<file path="src/sv/smro_pkg.sv">
// smro_pkg: widths, codes and shared types of the strided mixed-radix odometer.
// No dependencies; every other file of the block imports it.
package smro_pkg;

    // Sizing of the wheel store and the word table.
    localparam int MAX_WHEELS        = 24;
    localparam int MAX_WHEEL_ENTRIES = 2048;
    localparam int WHL_AW            = $clog2(MAX_WHEELS);
    localparam int ENT_AW            = $clog2(MAX_WHEEL_ENTRIES);
    localparam int WT_DEPTH          = MAX_WHEELS * MAX_WHEEL_ENTRIES;
    localparam int WT_AW             = WHL_AW + ENT_AW;

    // Field widths.
    localparam int ACT_W    = 2;
    localparam int WHEEL_W  = 5;
    localparam int ENTRY_W  = 11;
    localparam int WORD_W   = 11;
    localparam int RAD_W    = 12;
    localparam int SLOT_W   = 5;
    localparam int DIG_W    = 11;
    localparam int CNT_W    = 5;
    localparam int STRIDE_W = 16;
    localparam int OFS_W    = 16;

    // Running carry or quotient, and the remaining-result counter.
    localparam int ACC_W    = 17;
    localparam int STEP_W   = $clog2(ACC_W + 1);
    localparam int ECNT_W   = $clog2(MAX_WHEELS + 1);

    // Configuration port.
    localparam int CFG_IW = 2;
    localparam int CFG_DW = 16;
    localparam logic [CFG_IW-1:0] CFG_WHEEL_COUNT  = 2'd0;
    localparam logic [CFG_IW-1:0] CFG_STRIDE       = 2'd1;
    localparam logic [CFG_IW-1:0] CFG_START_OFFSET = 2'd2;

    typedef enum logic [ACT_W-1:0] {
        ACT_LOAD  = 2'd0,
        ACT_SIZE  = 2'd1,
        ACT_START = 2'd2,
        ACT_ADV   = 2'd3
    } t_action;

    typedef enum logic [2:0] {
        S_IDLE,
        S_C_RD,
        S_C_WT,
        S_C_DIV,
        S_E_RD,
        S_E_WT,
        S_E_OUT,
        S_NOUPD
    } t_state;

    // Write request to the wheel store: digit and size/slot are written separately.
    typedef struct packed {
        logic              dig_we;
        logic              cfg_we;
        logic [WHL_AW-1:0] addr;
        logic [DIG_W-1:0]  digit;
        logic [RAD_W-1:0]  radix;
        logic [SLOT_W-1:0] slot;
    } t_whl_wr;

    typedef struct packed {
        logic [DIG_W-1:0]  digit;
        logic [RAD_W-1:0]  radix;
        logic [SLOT_W-1:0] slot;
    } t_whl_rd;

    typedef struct packed {
        logic              we;
        logic [WT_AW-1:0]  addr;
        logic [WORD_W-1:0] data;
    } t_wt_wr;

endpackage

</file>
<file path="src/sv/smro_wheel_mem.sv">
// smro_wheel_mem: per-wheel store of digit, size and slot with a registered read port.
// Depends on smro_pkg; digits carry valid bits so that reset reads them as zero.
module smro_wheel_mem (
    input  logic                          i_clk,
    input  logic                          i_rst_n,
    input  smro_pkg::t_whl_wr             i_wr,
    input  logic [smro_pkg::WHL_AW-1:0]   i_rd_addr,
    output smro_pkg::t_whl_rd             o_rd
);
    import smro_pkg::*;

    logic [DIG_W-1:0]      r_dig_mem  [MAX_WHEELS];
    logic [RAD_W-1:0]      r_rad_mem  [MAX_WHEELS];
    logic [SLOT_W-1:0]     r_slot_mem [MAX_WHEELS];
    logic [MAX_WHEELS-1:0] r_dig_vld;
    logic [DIG_W-1:0]      r_rd_dig;
    logic [RAD_W-1:0]      r_rd_rad;
    logic [SLOT_W-1:0]     r_rd_slot;
    logic                  r_rd_vld;

    always_ff @(posedge i_clk) begin
        if (i_wr.dig_we) begin
            r_dig_mem[i_wr.addr] <= i_wr.digit;
        end
        if (i_wr.cfg_we) begin
            r_rad_mem[i_wr.addr]  <= i_wr.radix;
            r_slot_mem[i_wr.addr] <= i_wr.slot;
        end
        r_rd_dig  <= r_dig_mem[i_rd_addr];
        r_rd_rad  <= r_rad_mem[i_rd_addr];
        r_rd_slot <= r_slot_mem[i_rd_addr];
        r_rd_vld  <= r_dig_vld[i_rd_addr];
    end

    always_ff @(posedge i_clk) begin
        if (!i_rst_n) begin
            r_dig_vld <= '0;
        end else if (i_wr.dig_we) begin
            r_dig_vld[i_wr.addr] <= 1'b1;
        end
    end

    assign o_rd.digit = r_rd_vld ? r_rd_dig : '0;
    assign o_rd.radix = r_rd_rad;
    assign o_rd.slot  = r_rd_slot;

endmodule

</file>
<file path="config.mk">
export PLATFORM = sky130hd
export DESIGN_NAME = smro_wheel_mem
export DESIGN_NICKNAME = d
export VERILOG_FILES = /design/src/sv/smro_pkg.sv /design/src/sv/smro_wheel_mem.sv
export SDC_FILE = /design/constraint.sdc
export NUM_CORES = 1
export LEC_CHECK = 0
export BUFFER_PORTS_ARGS = -buffer_cell sky130_fd_sc_hd__buf_4
export CAP_MARGIN = 10
export CORE_MARGIN = 4
export CORE_UTILIZATION = 40
export DETAILED_ROUTE_END_ITERATION = 7
export GPL_TIMING_DRIVEN = 0
export PLACE_DENSITY_LB_ADDON = 0.1
export SLEW_MARGIN = 20
export SYNTH_ARGS = -nofsm -noshare
export SYNTH_HDL_FRONTEND = slang
export SYNTH_SLANG_ARGS = --single-unit
</file>
<file path="constraint.sdc">
create_clock -name i_clk -period 2.6 [get_ports i_clk]
set_input_delay 0.52 -clock i_clk [delete_from_list [all_inputs] [get_ports i_clk]]
set_output_delay 0.52 -clock i_clk [all_outputs]
set_load 0.01 [all_outputs]
</file>
==> impl_metrics.json <==
{
  "outcome": "complete, no violations",
  "crit_type": "in -> reg",
  "power.internal_mw": 20.0,
  "post_cts_buffers": 0,
  "p_clk_share_pct": 43.3,
  "cts_resized": 0,
  "dieArea_um2": 73300,
  "r2r_cells": 3,
  "fmax_ghz": 0.410,
  "synth_fa_ha_area_share_pct": 0,
  "final_cell_mix": "672 x edfxtp_1, 193 x mux2i_1, 92 x mux4_2",
  "cp_max_fo": 10,
  "synth-xor-area-share_pct": 0,
  "final_area_um2": 32100,
  "layout.nets": 1633,
  "post-route-period-util_pct": 93.8,
  "synth_nets": 1468,
  "skew_ps": 24.9,
  "via_per_inst": 5.41,
  "finalSetupViolCount": 0,
  "cts_tree": "built",
  "cp.arrival_ps": 2900,
  "dpl_cell_area_um2": 29600,
  "post_drt_wl_per_cell_um": 27.1,
  "max_slew_margin_pct": 33.3,
  "first_pass_iters": 5,
  "synth-seq-cells": 725,
  "tightest_slew_ps": 1000,
  "syn-mean-instance-area_um2": 19.4,
  "max_cap_violations": 0,
  "cts.sinks": 725,
  "numCtsBuffers": 77,
  "p_comb_share_pct": 5.4,
  "syn_inst": 1426,
  "seq_area_frac_synth_pct": 76.9,
  "switchingPower_mw": 5.30,
  "globalplace.congestion": 0.775,
  "cts_root_buffer": "clkbuf_16",
  "clk_pin_slew_ps": 60,
  "synth_top_family_by_area": "multiplexers",
  "ant_nets": 0,
  "end_kind": "flop",
  "synth-simple-area-share_pct": 3.15,
  "grt_usage_pct": 18.7,
  "required_ps": 3070,
  "start_util_pct": 40.3,
  "drive_above_1_share_pct": 23.5,
  "clock_latency_ps": 620,
  "setup_tns_ps": 0,
  "areaGrowthSynthToFinish_pct": 16.4,
  "hold_class": "in -> reg",
  "grt_max_degree": 25,
  "irDropWorstVdd_mv": 0.443,
  "vias": 13700,
  "clk_path_buf_depth": 3,
  "finalCriticalPeriod_ps": 2440,
  "swShare_pct": 21.0,
  "pwr-share-seq_pct": 51.3,
  "synth-compound-area-share_pct": 3.50,
  "min_path_cells": 2,
  "synth_cell_types": 26,
  "dpl.hpwl_um": 46800,
  "grt_pass1_vias": 14000,
  "antenna_found_initial": 2,
  "cts.hold.buffers_added": 0,
  "routed_wl_um": 68700,
  "ios": 70,
  "cp-start-kind": "input pin",
  "power.leakage_nw": 10.7,
  "hold_viol": 0,
  "die_h_um": 271,
  "grt-ovfl-total": 0,
  "yosys_warnings": 0,
  "grt_setup_unrepaired": "no",
  "netlist_area_um2": 27600,
  "remaining_drc_errors": 0,
  "core_um2": 68500,
  "grt_pass1_wl_um": 99000,
  "p_per_area_nw_per_um2": 786,
  "synth.mux.area_fraction_pct": 14.7,
  "drt-initial-drc-count": 1037,
  "ctsHtreeMaxLevel": 3,
  "final_common_cell": "edfxtp_1",
  "portBuffers": 67,
  "n_fill_cell": 5813,
  "drv_slew": 0,
  "die_w_um": 271,
  "utilization_pct": 46.9,
  "rows": 96
}
==> cells in the mapped netlist <==
cell	number	area, um^2
edfxtp_1	672	20200
mux2i_1	193	1930
mux4_2	92	2070
nand2_1	81	304
dfxtp_1	53	1060
nor2_1	51	191
clkbuf_1	32	120
nand3_1	32	160
a21oi_1	30	150
a22oi_1	30	225
o211ai_1	29	218
o21a_1	24	180
o2111ai_1	22	193
buf_2	20	100
and2_1	13	81.3
buf_4	12	90.1
buf_6	12	135
mux2_2	6	67.6
nand3b_1	6	45.0
buf_1	4	15.0
or3b_2	4	35.0
nor2b_1	3	18.8
nand2b_1	2	12.5
and2b_1	1	7.51
or2_2	1	6.26
or3_1	1	6.26
==> per-stage QoR <==
stage,power (mW),instances,hold WS (ps),worst slack (ps)
2_1_floorplan,13.9,1426,435,296
3_3_place_gp,14.5,2375,441,-867
6_report,25.3,2535,174,162
4_1_cts,25.5,2534,146,228
3_5_place_dp,14.6,2394,450,-412
5_1_grt,26.2,2534,174,195
==> metal layers <==
metal,vias up,wire length [um],GRT usage [%]
met3,73,3100,3.20
met4,2,1080,4.53
li1,6084,-,-
met2,286,31900,29.1
met5,-,20,0
met1,7276,32600,27.8
==> power by group through the flow <==
| stage | clock (mW) | combinational, mW | sequential (mW) |
|---|---|---|---|
| finish | 10.9 | 1.36 | 13.0 |
| CTS | 11.2 | 1.38 | 13.0 |
| detailed placement | 0 | 1.38 | 13.2 |
| global placement | 0 | 1.34 | 13.2 |
| global route | 11.7 | 1.45 | 13.0 |
| floorplan | 0 | 0.677 | 13.2 |
==> kinds of logic after synthesis <==
group,count (synthesis)
and+or+nand+nor,195
buffers and inverters,80
DFF,725
muxes,291
AOI/OAI and AO/OA,135
==> area by class of cell <==
cell class                 count  area (um^2)  share of cell area (%)
sequential                   725        21200                    66.1
multi-input combinational    621         6070                    18.9
clock buffer                 105         2140                    6.67
tap                          882         1100                    3.43
timing repair buffer          86          743                    2.31
buffer                        80          460                    1.43
clock inverter                35          377                    1.17
antenna                        1         2.50                 0.00779
==> state kept, by name (all words and copies together) (netlist names) <==
register,cells
r_dig_mem,264
r_dig_vld,24
r_rad_mem,288
r_rd_dig,11
r_rd_rad,12
r_rd_slot,5
r_rd_vld,1
r_slot_mem,120
==> critical path, cell delays in order <==
cell and delay [ps]:
buf_4 100, buf_4 180, clkbuf_1 680, clkbuf_1 570, o2111ai_1 430, o211ai_1 390
==> worst paths after layout <==
kind	startpoint	to	slack (ps)
hold reg to reg	r_dig_vld[2]	r_dig_vld[2]	460
setup / recovery	i_rd_addr[1]	r_rd_rad[11]	160
setup reg to reg	r_rad_mem[21][11]	r_rd_rad[11]	690
hold / removal	i_rst_n	r_dig_vld[2]	170
No activity file was read; power rests on OpenSTA's default activity.
