[config.mk]
export PLATFORM = sky130hd
export DESIGN_NAME = smro_div
export DESIGN_NICKNAME = d
export VERILOG_FILES = /design/src/sv/smro_pkg.sv /design/src/sv/smro_div.sv
export SDC_FILE = /design/constraint.sdc
export NUM_CORES = 1
export LEC_CHECK = 0
export BUFFER_PORTS_ARGS = -buffer_cell sky130_fd_sc_hd__buf_2
export CAP_MARGIN = 10
export CORE_MARGIN = 3
export CORE_UTILIZATION = 53
export CTS_BUF_LIST = sky130_fd_sc_hd__clkbuf_16
export DETAILED_ROUTE_END_ITERATION = 7
export GPL_ROUTABILITY_DRIVEN = 0
export MAX_ROUTING_LAYER = met4
export PLACE_DENSITY = 0.79
export RECOVER_POWER = 25
export SYNTH_ARGS = -nofsm -noshare
export SYNTH_HDL_FRONTEND = slang
export SYNTH_SLANG_ARGS = --single-unit
[constraint.sdc]
create_clock -name i_clk -period 2.3 [get_ports i_clk]
set_input_delay 0.46 -clock i_clk [delete_from_list [all_inputs] [get_ports i_clk]]
set_output_delay 0.46 -clock i_clk [all_outputs]
set_load 0.01 [all_outputs]
[src/sv/smro_pkg.sv]
// smro_pkg: widths, codes and shared types of the strided mixed-radix odometer.
// No dependencies; every other file of the block imports it.
package smro_pkg;

    // Sizing of the wheel store and the word table.
    localparam int MAX_WHEELS        = 24;
    localparam int MAX_WHEEL_ENTRIES = 2048;
    localparam int WHL_AW            = $clog2(MAX_WHEELS);
    localparam int ENT_AW            = $clog2(MAX_WHEEL_ENTRIES);
    localparam int WT_DEPTH          = MAX_WHEELS * MAX_WHEEL_ENTRIES;
    localparam int WT_AW             = WHL_AW + ENT_AW;

    // Field widths.
    localparam int ACT_W    = 2;
    localparam int WHEEL_W  = 5;
    localparam int ENTRY_W  = 11;
    localparam int WORD_W   = 11;
    localparam int RAD_W    = 12;
    localparam int SLOT_W   = 5;
    localparam int DIG_W    = 11;
    localparam int CNT_W    = 5;
    localparam int STRIDE_W = 16;
    localparam int OFS_W    = 16;

    // Running carry or quotient, and the remaining-result counter.
    localparam int ACC_W    = 17;
    localparam int STEP_W   = $clog2(ACC_W + 1);
    localparam int ECNT_W   = $clog2(MAX_WHEELS + 1);

    // Configuration port.
    localparam int CFG_IW = 2;
    localparam int CFG_DW = 16;
    localparam logic [CFG_IW-1:0] CFG_WHEEL_COUNT  = 2'd0;
    localparam logic [CFG_IW-1:0] CFG_STRIDE       = 2'd1;
    localparam logic [CFG_IW-1:0] CFG_START_OFFSET = 2'd2;

    typedef enum logic [ACT_W-1:0] {
        ACT_LOAD  = 2'd0,
        ACT_SIZE  = 2'd1,
        ACT_START = 2'd2,
        ACT_ADV   = 2'd3
    } t_action;

    typedef enum logic [2:0] {
        S_IDLE,
        S_C_RD,
        S_C_WT,
        S_C_DIV,
        S_E_RD,
        S_E_WT,
        S_E_OUT,
        S_NOUPD
    } t_state;

    // Write request to the wheel store: digit and size/slot are written separately.
    typedef struct packed {
        logic              dig_we;
        logic              cfg_we;
        logic [WHL_AW-1:0] addr;
        logic [DIG_W-1:0]  digit;
        logic [RAD_W-1:0]  radix;
        logic [SLOT_W-1:0] slot;
    } t_whl_wr;

    typedef struct packed {
        logic [DIG_W-1:0]  digit;
        logic [RAD_W-1:0]  radix;
        logic [SLOT_W-1:0] slot;
    } t_whl_rd;

    typedef struct packed {
        logic              we;
        logic [WT_AW-1:0]  addr;
        logic [WORD_W-1:0] data;
    } t_wt_wr;

endpackage

[src/sv/smro_div.sv]
// smro_div: restoring divider, one quotient bit per clock, giving quotient and remainder.
// Depends on smro_pkg.
module smro_div (
    input  logic                          i_clk,
    input  logic                          i_rst_n,
    input  logic                          i_start,
    input  logic [smro_pkg::ACC_W-1:0]    i_dividend,
    input  logic [smro_pkg::RAD_W-1:0]    i_divisor,
    output logic                          o_done,
    output logic [smro_pkg::ACC_W-1:0]    o_quotient,
    output logic [smro_pkg::RAD_W-1:0]    o_remainder
);
    import smro_pkg::*;

    logic [STEP_W-1:0] r_cnt, n_cnt;
    logic [ACC_W-1:0]  r_quo, n_quo;
    logic [RAD_W-1:0]  r_rem, n_rem;
    logic [RAD_W-1:0]  r_dvs, n_dvs;
    logic              r_done, n_done;
    logic [RAD_W:0]    w_trial;
    logic [RAD_W:0]    w_diff;
    logic              w_ge;

    // The partial remainder stays below the divisor, so one more bit fits in RAD_W+1.
    always_comb begin
        w_trial = {r_rem, r_quo[ACC_W-1]};
        w_ge    = (w_trial >= {1'b0, r_dvs});
        w_diff  = w_trial - {1'b0, r_dvs};
        n_cnt   = r_cnt;
        n_quo   = r_quo;
        n_rem   = r_rem;
        n_dvs   = r_dvs;
        n_done  = 1'b0;
        if (i_start) begin
            n_quo = i_dividend;
            n_rem = '0;
            n_dvs = i_divisor;
            n_cnt = STEP_W'(ACC_W);
        end else if (r_cnt != '0) begin
            n_rem  = w_ge ? w_diff[RAD_W-1:0] : w_trial[RAD_W-1:0];
            n_quo  = {r_quo[ACC_W-2:0], w_ge};
            n_cnt  = r_cnt - 1'b1;
            n_done = (r_cnt == STEP_W'(1));
        end
    end

    always_ff @(posedge i_clk) begin
        if (!i_rst_n) begin
            r_cnt  <= '0;
            r_done <= 1'b0;
        end else begin
            r_cnt  <= n_cnt;
            r_done <= n_done;
        end
    end

    always_ff @(posedge i_clk) begin
        r_quo <= n_quo;
        r_rem <= n_rem;
        r_dvs <= n_dvs;
    end

    assign o_done      = r_done;
    assign o_quotient  = r_quo;
    assign o_remainder = r_rem;

endmodule

==> results by group, run 1 <==
Logic synthesis
  – Seq/Total Area, Yosys: 49.0%
  – Top cells by area, synth: edfxtp_1, dfxtp_1, mux2_2
  – Syn nets: 278
  – Async SR Flop Fraction: 0%
  – Yosys cell types: 46
  – Post-Syn Area: 2510 um^2
  – Post-synth EDFFs: 29
  – Syn_area_per_cell: 10.9 um^2
  – Post-synth top area share: 34.7%
  – Seq cells post-synth: 47
  – Ys flop type: edfxtp_1
  – Synth warn: 0
  – Cell count after synthesis: 231
  – Synth area leader: edfxtp_1

Critical path
  – Worst path slowest cell: edfxtp_1
  – WP data arrival: 2.17 ns
  – Critical Path RT: 2.33 ns
  – Crit-path cells: inv_1 -> ha_1 -> nand2b_1 -> a21o_1 -> a211o_1 -> and3_2 -> nor3_1 -> a21oi_1
  – Crit-path max FO: 9
  – Critical path launch point type: flop
  – WP depth: 8
  – Critical path's top delay family: simple AND/OR/NAND/NOR gates
  – WS Path Type: reg2reg
  – Worst Reg-to-Reg Cells: 8
  – Critical path's largest stage delay: 0.38 ns
  – Crit path buffers/inverters: 1
  – Endpoint class of the critical path: flop

Timing
  – Fmax achieved: 467 MHz
  – Slew headroom: 61.5%
  – RSZ-0062 raised after global routing: false
  – Min Hold Slack: 0.343 ns
  – Crit path time final: 2.14 ns
  – Setup violators final: 0
  – Final Max Slew Viols: 0
  – Final hold viol count: 0
  – Least-Margin Pin Slew: 0.576 ns
  – Layout Skew: 0.00602 ns
  – Fin Setup TNS: 0 ns
  – Tcrit/Tclk final: 93.1%

Power and ir drop
  – Sw Ratio: 36.0%
  – Clock network power share: 22.2%
  – Comb pwr share: 39.6%
  – Register share of total power: 38.3%
  – Lkg Pwr: 1.33 nW
  – Worst IR Drop VDD: 0.000715 V
  – Internal: 2.03 mW
  – Power Density: 1050 nW/um^2
  – P_sw: 1.14 mW

Floorplan
  – Num rows: 24
  – Initial core utilization: 56.2%
  – Core area: 4470 um^2
  – Die span in x: 74.9 um
  – Die Height: 74.9 um
  – Top-Level Pins: 62
  – Die area: 5600 um^2

Cells and area
  – Most frequent cells in the layout: buf_2, edfxtp_1, nor2_1, inv_1, dfxtp_1
  – Layout area overhead: 20.7%
  – Ant diodes: 0
  – Layout cells sized above 1: 29.6%
  – Commonest non-fill, non-tap cell in the layout: buf_2
  – Final nets: 347

Outcome
  – Outcome: completed

Placed design
  – IO Port Bufs: 61
  – Post-DP HPWL: 4050 um

Detailed routing
  – DRC: 0
  – DR vias/cell: 5.56
  – Total number of vias: 1962
  – DRT antenna net count: 0
  – 1st-iter DRT viols: 107
  – Drt wl/cell: 15.4 um
  – 1st-pass router iterations: 4
  – Total Routed Length: 5430 um

Global routing
  – Pin count of the biggest net entering global routing: 18
  – Global Route Usage Sum: 20.3%
  – Grt ovf: 0
  – First-pass GRT wire length: 8300 um
  – Vias in the first global route: 1772
  – Initial antenna violation count: 0

CTS
  – Root Buffer: clkbuf_16
  – CTS Hold Buffers Added: 0
  – Clk sinks: 47
  – CTS clk-pin slew, worst paths: 0.06 ns
  – Skew-Pair Late Insertion Delay: 0.29 ns
  – Max Buffers Root-to-Sink: 2
  – CTS buffer count: 5
  – CTS tree: done
  – CTS H-tree depth: 2

Hold path
  – Worst min path class: in2reg
  – WHS Path Cells: 1

Run
  – Number of max-cap violations: 0
per-stage QoR:
stage               cell area (um^2)  setup slack [ns]  instances  total power, mW  util (%)
finish                          3030             0.160        353             3.17      67.8
global route                    3030           0.00243        353             3.38      67.8
CTS                             3040             0.139        353             3.19      68.0
detailed placement              2900             0.168        345             2.48      64.8
global placement                2900             0.186        345             2.44      64.8
floorplan                       2510             0.195        231             2.10         -
registers in the layout (all words and copies together), names as in the netlist:
name and cells:
o_quotient 17, o_remainder 12, r_cnt 5, o_done 1, r_dvs 12
path summary, 6_finish.rpt:
| kind | startpoint | endpoint | slack, ns |
|---|---|---|---|
| min reg2reg | r_cnt[3]$_SDFFE_PP0P_ | o_done$_SDFF_PP0_ | 0.48 |
| max | o_quotient[16]$_DFFE_PP_ | o_quotient[0]$_DFFE_PP_ | 0.16 |
| max reg2reg | o_quotient[16]$_DFFE_PP_ | o_quotient[0]$_DFFE_PP_ | 0.16 |
| min | i_divisor[6] | r_dvs[6]$_DFFE_PP_ | 0.34 |
synth_stat cells, types with 2 or more instances:
| library cell | n |
|---|---|
| a41oi_1 | 2 |
| dfxtp_1 | 18 |
| a21o_1 | 3 |
| o21a_1 | 2 |
| nor3_1 | 4 |
| nor2b_1 | 3 |
| o21ai_2 | 2 |
| buf_6 | 2 |
| nand2_1 | 10 |
| mux2_2 | 16 |
| xor2_1 | 5 |
| nand3_1 | 8 |
| a21oi_1 | 10 |
| a21boi_0 | 2 |
| nor2_1 | 21 |
| xnor2_1 | 6 |
| and3_1 | 2 |
| a31oi_1 | 2 |
| nand4_1 | 4 |
| o21bai_1 | 2 |
| o211ai_1 | 4 |
| clkbuf_1 | 4 |
| nand2b_1 | 3 |
| ha_1 | 14 |
| inv_1 | 20 |
| a311oi_1 | 4 |
| o21ai_0 | 7 |
| a21oi_2 | 2 |
| and2_1 | 3 |
| o41ai_1 | 2 |
| edfxtp_1 | 29 |
power by group through the flow:
stage	sequential, mW	clock, mW	combinational [mW]
after floorplan	1.26	0	0.833
after global placement	1.22	0	1.22
after detailed placement	1.23	0	1.25
after CTS	1.21	0.716	1.26
after global routing	1.24	0.746	1.39
final	1.21	0.702	1.25
repair_timing:
action	CTS	global route
endpoints found under the setup margin	0	4
resized for setup	0	2
buffers inserted	0	0
area by class of cell:
type / count / area [um^2]
Fill cell: 350 / 1440
Sequential cell: 47 / 1230
Multi-Input combinational cell: 157 / 1170
Timing Repair Buffer: 69 / 352
Clock buffer: 5 / 125
Inverter: 20 / 75.1
Tap cell: 52 / 65.1
Clock inverter: 3 / 17.5
cells by family (layout without fill, tap and decap cells):
family                     count (synthesis)  in the layout  synth area share [%]
adders and majority gates                 15             15                  7.77
buffers and inverters                     27             97                  4.68
DFF                                       47             47                  49.0
muxes                                     16             16                  7.17
and+or+nand+nor                           62             62                  11.9
AOI/OAI and AO/OA                         53             53                  15.7
xor gates and xnor gates                  11             11                  3.83
routing by layer:
layer / vias up / track usage (%) / part of all wire, %
met2: 80 / 30.1 / 48
met4: 0 / 7.51 / 1.6
li1: 985 / - / -
met5: - / - / 0
met3: 11 / 5.61 / 7.7
met1: 886 / 26.6 / 43
(Power assumes the default switching activity.)
==> run 2, diff against run 1 <==
--- a/config.mk
+++ b/config.mk
@@ -7,13 +7,15 @@
 export LEC_CHECK = 0
 export BUFFER_PORTS_ARGS = -buffer_cell sky130_fd_sc_hd__buf_2
 export CAP_MARGIN = 10
+export CELL_PAD_IN_SITES_DETAIL_PLACEMENT = 1
+export CELL_PAD_IN_SITES_GLOBAL_PLACEMENT = 1
 export CORE_MARGIN = 3
-export CORE_UTILIZATION = 53
+export CORE_UTILIZATION = 41
 export CTS_BUF_LIST = sky130_fd_sc_hd__clkbuf_16
 export DETAILED_ROUTE_END_ITERATION = 7
 export GPL_ROUTABILITY_DRIVEN = 0
 export MAX_ROUTING_LAYER = met4
-export PLACE_DENSITY = 0.79
+export PLACE_DENSITY_LB_ADDON = 0.1
 export RECOVER_POWER = 25
 export SYNTH_ARGS = -nofsm -noshare
 export SYNTH_HDL_FRONTEND = slang
==> results by group, run 2 (same netlist as run 1, synthesis figures left out) <==
Critical path
  – Crit-path max FO: 9 (unchanged)
  – Critical R2R Capture: o_quotient[0]$_DFFE_PP_
  – WS Path Type: reg2reg
  – Worst path slowest cell: edfxtp_1
  – Critical Path RT: 2.30 ns (-0.03 ns)
  – WP data arrival: 2.17 ns (about the same)
  – Worst Reg-to-Reg Cells: 8 (unchanged)
  – Worst reg2reg setup slack: 0.13 ns (-0.03 ns)
  – Crit path buffers/inverters: 1 (unchanged)
  – WP depth: 8 (unchanged)
  – Critical path endpoint: o_quotient[0]$_DFFE_PP_
  – Crit. Startpoint: o_quotient[16]$_DFFE_PP_
  – Crit-path cells: inv_1 -> ha_1 -> nand2b_1 -> a21o_1 -> a211o_1 -> and3_2 -> nor3_1 -> a21oi_1
  – Critical path launch point type: flop
  – Critical R2R Launch: o_quotient[16]$_DFFE_PP_
  – Endpoint class of the critical path: flop
  – Critical path's top delay family: simple AND/OR/NAND/NOR gates
  – Critical path's largest stage delay: 0.38 ns (about the same)

Cells and area
  – Number of flip-flops in the largest register: 17 (unchanged)
  – Ant diodes: 0 (unchanged)
  – Layout cells sized above 1: 34.1% (+4.5 points)
  – Final Util: 55.2% (-13 points)
  – Final nets: 351 (+1.2%)
  – Most frequent cells in the layout: buf_2, edfxtp_1, nor2_1, inv_1, dfxtp_1
  – Commonest non-fill, non-tap cell in the layout: buf_2
  – Layout area overhead: 25.5%

CTS
  – Max Buffers Root-to-Sink: 2 (unchanged)
  – Skew-Pair Late Insertion Delay: 0.29 ns (about the same)
  – CTS clk-pin slew, worst paths: 0.06 ns (about the same)
  – CTS H-tree depth: 2 (unchanged)
  – CTS buffer count: 5 (unchanged)
  – Clk sinks: 47 (unchanged)
  – CTS tree: done
  – Root Buffer: clkbuf_16

Detailed routing
  – DRC: 0 (unchanged)
  – Total number of vias: 2037 (+3.8%)
  – 1st-iter DRT viols: 69 (-36%)
  – DR vias/cell: 5.40 (-2.8%)
  – DR WL met2: 3070 um (+18%)
  – Uppermost layer routed: met4
  – Drt wl/cell: 16.9 um (+10%)
  – Met3 WL: 240 um (-42%)
  – DRT antenna net count: 0 (unchanged)
  – Total Routed Length: 6380 um (+17%)
  – 1st-pass router iterations: 4 (unchanged)
  – M1 wire length: 2990 um (+28%)

Outcome
  – Outcome: completed

Power and ir drop
  – Sw Ratio: 34.3% (-1.7 points)
  – Lkg Pwr: 1.40 nW (+5.5%)
  – Comb pwr share: 38.6% (-1.0 points)
  – Register share of total power: 34.6% (-3.7 points)
  – Internal: 2.29 mW (+13%)
  – Clock network power share: 26.8% (+4.6 points)
  – Power Density: 1110 nW/um^2 (+5.8%)
  – P_sw: 1.20 mW (+4.7%)
  – Worst IR Drop VDD: 0.000517 V (-28%)

Floorplan
  – Initial core utilization: 44.0% (-12 points)
  – Die span in x: 84.3 um (+13%)
  – Num rows: 27 (+13%)
  – Die area: 7100 um^2 (+27%)
  – Top-Level Pins: 62 (unchanged)
  – Die Height: 84.3 um (+13%)
  – Core area: 5710 um^2 (+28%)

Timing
  – Setup violators final: 0 (unchanged)
  – Tcrit/Tclk final: 94.5% (+1.4 points)
  – Final Max Slew Viols: 0 (unchanged)
  – Least-Margin Pin Slew: 0.832 ns (+0.256 ns)
  – RSZ-0062 raised after global routing: false
  – Crit path time final: 2.17 ns (+0.0331 ns)
  – Slew headroom: 44.5% (-17 points)
  – Fmax achieved: 460 MHz (-1.5%)
  – Final hold viol count: 0 (unchanged)
  – Fin Setup TNS: 0 ns (unchanged)
  – Layout Skew: 0.00495 ns (-0.00106 ns)

Placed design
  – Post-DP HPWL: 4780 um (+18%)
  – IO Port Bufs: 61 (unchanged)

Global routing
  – Pin count of the biggest net entering global routing: 34 (+16)
  – Initial antenna violation count: 0 (unchanged)
  – Global Route Usage Sum: 19.5% (-0.82 points)
  – Vias in the first global route: 2153 (+22%)
  – First-pass GRT wire length: 10600 um (+28%)
  – Grt ovf: 0 (unchanged)

Hold path
  – Worst min path class: in2reg

Run
  – Number of max-cap violations: 0 (unchanged)
-- run 2: cell type report --
type,count,area [um^2]
timing repair buffer,73,390
inverter,20,75.1
sequential,47,1230
multi-input combinational,157,1180
clock inverter,3,63.8
tap,72,90.1
clock buffer,5,125
fill,646,2560
-- run 2: how the worst min path moves through the flow --
stage / from / to / cells after the start
6_report: i_divisor[6] / r_dvs[6]$_DFFE_PP_ / 1
5_1_grt: i_divisor[9] / r_dvs[9]$_DFFE_PP_ / 1
4_1_cts: i_divisor[9] / r_dvs[9]$_DFFE_PP_ / 1
3_5_place_dp: r_cnt[3]$_SDFFE_PP0P_ / o_done$_SDFF_PP0_ / 1
3_3_place_gp: r_cnt[3]$_SDFFE_PP0P_ / o_done$_SDFF_PP0_ / 1
2_1_floorplan: r_cnt[3]$_SDFFE_PP0P_ / o_done$_SDFF_PP0_ / 1
-- run 2: metrics by stage --
| step | hold slack [ns] | instances | cell area, um^2 | setup slack, ns | power, mW |
|---|---|---|---|---|---|
| CTS | 0.334 | 377 | 3140 | 0.0578 | 3.51 |
| global route | 0.332 | 377 | 3150 | 0.00135 | 3.71 |
| floorplan | 0.440 | 231 | 2510 | 0.195 | 2.10 |
| finish | 0.341 | 377 | 3150 | 0.127 | 3.49 |
| detailed placement | 0.479 | 369 | 2960 | 0.142 | 2.55 |
| global placement | 0.475 | 369 | 2960 | 0.170 | 2.52 |
-- run 2: metal layers --
metal	vias to the layer above	track usage, %
met5	-	-
met4	0	5.41
met3	9	4.12
met2	43	30.9
met1	992	25.3
li1	993	-
-- run 2: power groups by stage --
stage          logic [mW]  registers, mW  clock network [mW]
2_1_floorplan       0.833           1.26                   0
3_3_place_gp         1.30           1.22                   0
3_5_place_dp         1.32           1.23                   0
4_1_cts              1.34           1.21               0.953
5_1_grt              1.49           1.24               0.987
6_report             1.35           1.21               0.933
-- run 2: worst reg2reg max path, cell delays in order (launching register included) --
cell	delay (ns)
edfxtp_1	0.38
inv_1	0.09
ha_1	0.24
nand2b_1	0.14
a21o_1	0.18
a211o_1	0.31
and3_2	0.29
nor3_1	0.20
a21oi_1	0.06
-- run 2: what timing repair did --
action                     4_1_cts  5_1_grt
gates resized for setup          0        5
setup endpoints to repair        0        5
buffers inserted                 0        0
hold buffers                     0        0
==> run 3, diff against run 2 <==
--- a/config.mk
+++ b/config.mk
@@ -15,7 +15,7 @@
 export DETAILED_ROUTE_END_ITERATION = 7
 export GPL_ROUTABILITY_DRIVEN = 0
 export MAX_ROUTING_LAYER = met4
-export PLACE_DENSITY_LB_ADDON = 0.1
+export PLACE_DENSITY = 0.85
 export RECOVER_POWER = 25
 export SYNTH_ARGS = -nofsm -noshare
 export SYNTH_HDL_FRONTEND = slang
==> results by group, run 3 (same netlist as run 1, synthesis figures left out) <==
Placed design
  – Placed Area: 2960 um^2 (+0.25%)
  – Cell count after placement: 370 (+0.27%)
  – IO Port Bufs: 61 (unchanged)
  – Pre-CTS setup slack: 0.0682 ns (-0.0735 ns)
  – Post-DP HPWL: 5150 um (+7.8%)

Timing
  – Final hold viol count: 0 (unchanged)
  – Crit path time final: 2.21 ns (+0.0371 ns)
  – RSZ-0062 raised after global routing: true
  – Setup violators final: 0 (unchanged)
  – Final WS setup: 0.0896 ns (-0.0371 ns)
  – Tcrit/Tclk final: 96.1% (+1.6 points)
  – Fin Setup TNS: 0 ns (unchanged)
  – Final Max Slew Viols: 0 (unchanged)
  – Slew headroom: 61.1% (+17 points)
  – Fmax achieved: 452 MHz (-1.7%)
  – Layout Skew: 0.00268 ns (-0.00227 ns)
  – Least-Margin Pin Slew: 0.584 ns (-0.249 ns)

Detailed routing
  – DRT antenna net count: 0 (unchanged)
  – Total number of vias: 2070 (+1.6%)
  – 1st-pass router iterations: 4 (unchanged)
  – DR vias/cell: 5.48 (+1.4%)
  – Drt wl/cell: 18.1 um (+6.7%)
  – DRC: 0 (unchanged)
  – Total Routed Length: 6830 um (+7.0%)
  – 1st-iter DRT viols: 71 (+2.9%)

Global routing
  – First-pass GRT wire length: 11300 um (+6.3%)
  – Grt ovf: 0 (unchanged)
  – Global routing's busiest layer: met2
  – Global Route Usage Sum: 20.9% (+1.4 points)
  – Pin count of the biggest net entering global routing: 21 (-38%)
  – Vias in the first global route: 2317 (+7.6%)
  – Initial antenna violation count: 0 (unchanged)
  – Met2 GRT Util: 38.2% (+7.2 points)
  – Met3 usage: 3.93% (-0.20 points)
  – Grt met1 use: 22.6% (-2.7 points)

CTS
  – Clk sinks: 47 (unchanged)
  – CTS Hold Buffers Added: 0 (unchanged)
  – CTS clk-pin slew, worst paths: 0.06 ns (about the same)
  – CTS buffer count: 5 (unchanged)
  – Max Buffers Root-to-Sink: 2 (unchanged)
  – Skew-Pair Late Insertion Delay: 0.29 ns (about the same)
  – Root Buffer: clkbuf_16
  – CTS tree: done
  – CTS H-tree depth: 2 (unchanged)

Power and ir drop
  – Power Density: 1110 nW/um^2 (+0.45%)
  – Worst IR Drop VDD: 0.000437 V (-15%)
  – Final total power: 3.51 mW (+0.61%)
  – Lkg Pwr: 1.41 nW (about the same)

Floorplan
  – Die area: 7100 um^2 (unchanged)
  – Top-Level Pins: 62 (unchanged)
  – Die Height: 84.3 um (unchanged)
  – Core area: 5710 um^2 (unchanged)
  – Die span in x: 84.3 um (unchanged)
  – Num rows: 27 (unchanged)
  – Initial core utilization: 44.0% (unchanged)

Critical path
  – WP data arrival: 2.38 ns (+0.21 ns)
  – Critical path launch point type: flop
  – Critical R2R Capture: o_remainder[8]$_SDFFE_PP0P_
  – Critical path's largest stage delay: 0.38 ns (about the same)
  – Crit-path max FO: 4 (-5)
  – Endpoint class of the critical path: flop
  – Worst Reg-to-Reg Cells: 10 (+2)
  – WS Path Type: reg2reg
  – Worst reg2reg setup slack: 0.09 ns (-0.04 ns)
  – Crit-path cells: inv_1 -> ha_1 -> fa_2 -> nor2b_2 -> o21bai_1 -> a21boi_1 -> buf_4 -> o41ai_1 -> xor2_1 -> o211ai_1
  – WP depth: 10 (+2)
  – Critical path's top delay family: compound AO/OA/AOI/OAI gates
  – Crit path buffers/inverters: 2 (+1)
  – Critical R2R Launch: o_quotient[16]$_DFFE_PP_
  – Worst path slowest cell: edfxtp_1
  – Critical Path RT: 2.47 ns (+0.17 ns)
  – Crit. Startpoint: o_quotient[16]$_DFFE_PP_
  – Critical path endpoint: o_remainder[8]$_SDFFE_PP0P_

Hold path
  – Worst min path class: in2reg
  – Hold path start: i_divisor[1]

Cells and area
  – Layout area overhead: 25.7%
  – Fillers: 645 (-0.15%)
  – Final Non-Filler Cells: 378 (+0.27%)
  – Layout cells sized above 1: 34.3% (+0.22 points)
  – Final nets: 352 (+0.28%)
  – Number of flip-flops in the largest register: 17 (unchanged)
  – Most frequent cells in the layout: buf_2, edfxtp_1, nor2_1, inv_1, dfxtp_1
  – Final Instance Area: 3160 um^2 (+0.16%)
  – Commonest non-fill, non-tap cell in the layout: buf_2
  – Ant diodes: 0 (unchanged)

Run
  – Number of max-cap violations: 0 (unchanged)

Outcome
  – Outcome: completed
run 3: timing repair:
action	CTS	global route
gates resized for setup	0	5
setup buffers	0	0
endpoints found under the setup margin	0	13
run 3: how the worst min path moves through the flow:
stage	to	cells past startpoint	slack, ns
finish	r_dvs[1]$_DFFE_PP_	1	0.34
global route	r_dvs[4]$_DFFE_PP_	1	0.33
CTS	r_dvs[1]$_DFFE_PP_	1	0.33
detailed placement	o_done$_SDFF_PP0_	1	0.48
global placement	o_done$_SDFF_PP0_	1	0.47
floorplan	o_done$_SDFF_PP0_	1	0.44
run 3: cell type report:
class,count,area [um^2],area share (%)
flip-flops and latches,47,1230,39.0
multi-input cells,157,1170,37.2
repair buffers,74,399,12.6
clock buffers,5,125,3.96
well taps,72,90.1,2.85
inverters,20,75.1,2.38
clock inverters,3,63.8,2.02
run 3: metrics by stage:
stage | util, % | hold WS, ns
6_report | 55.3 | 0.337
5_1_grt | 55.3 | 0.334
4_1_cts | 55.2 | 0.331
3_5_place_dp | 51.9 | 0.478
3_3_place_gp | 51.9 | 0.467
2_1_floorplan | - | 0.440
run 3: per-layer routing:
| metal | routed length (um) | vias to the layer above |
|---|---|---|
| met2 | 3690 | 49 |
| met5 | 0 | - |
| li1 | - | 998 |
| met3 | 277 | 8 |
| met4 | 106 | 0 |
| met1 | 2750 | 1015 |
run 3: where the power goes:
| part | internal (mW) | switching, mW | total [mW] |
|---|---|---|---|
| clock | 0.619 | 0.325 | 0.944 |
| sequential | 1.08 | 0.132 | 1.21 |
| combinational | 0.587 | 0.766 | 1.35 |
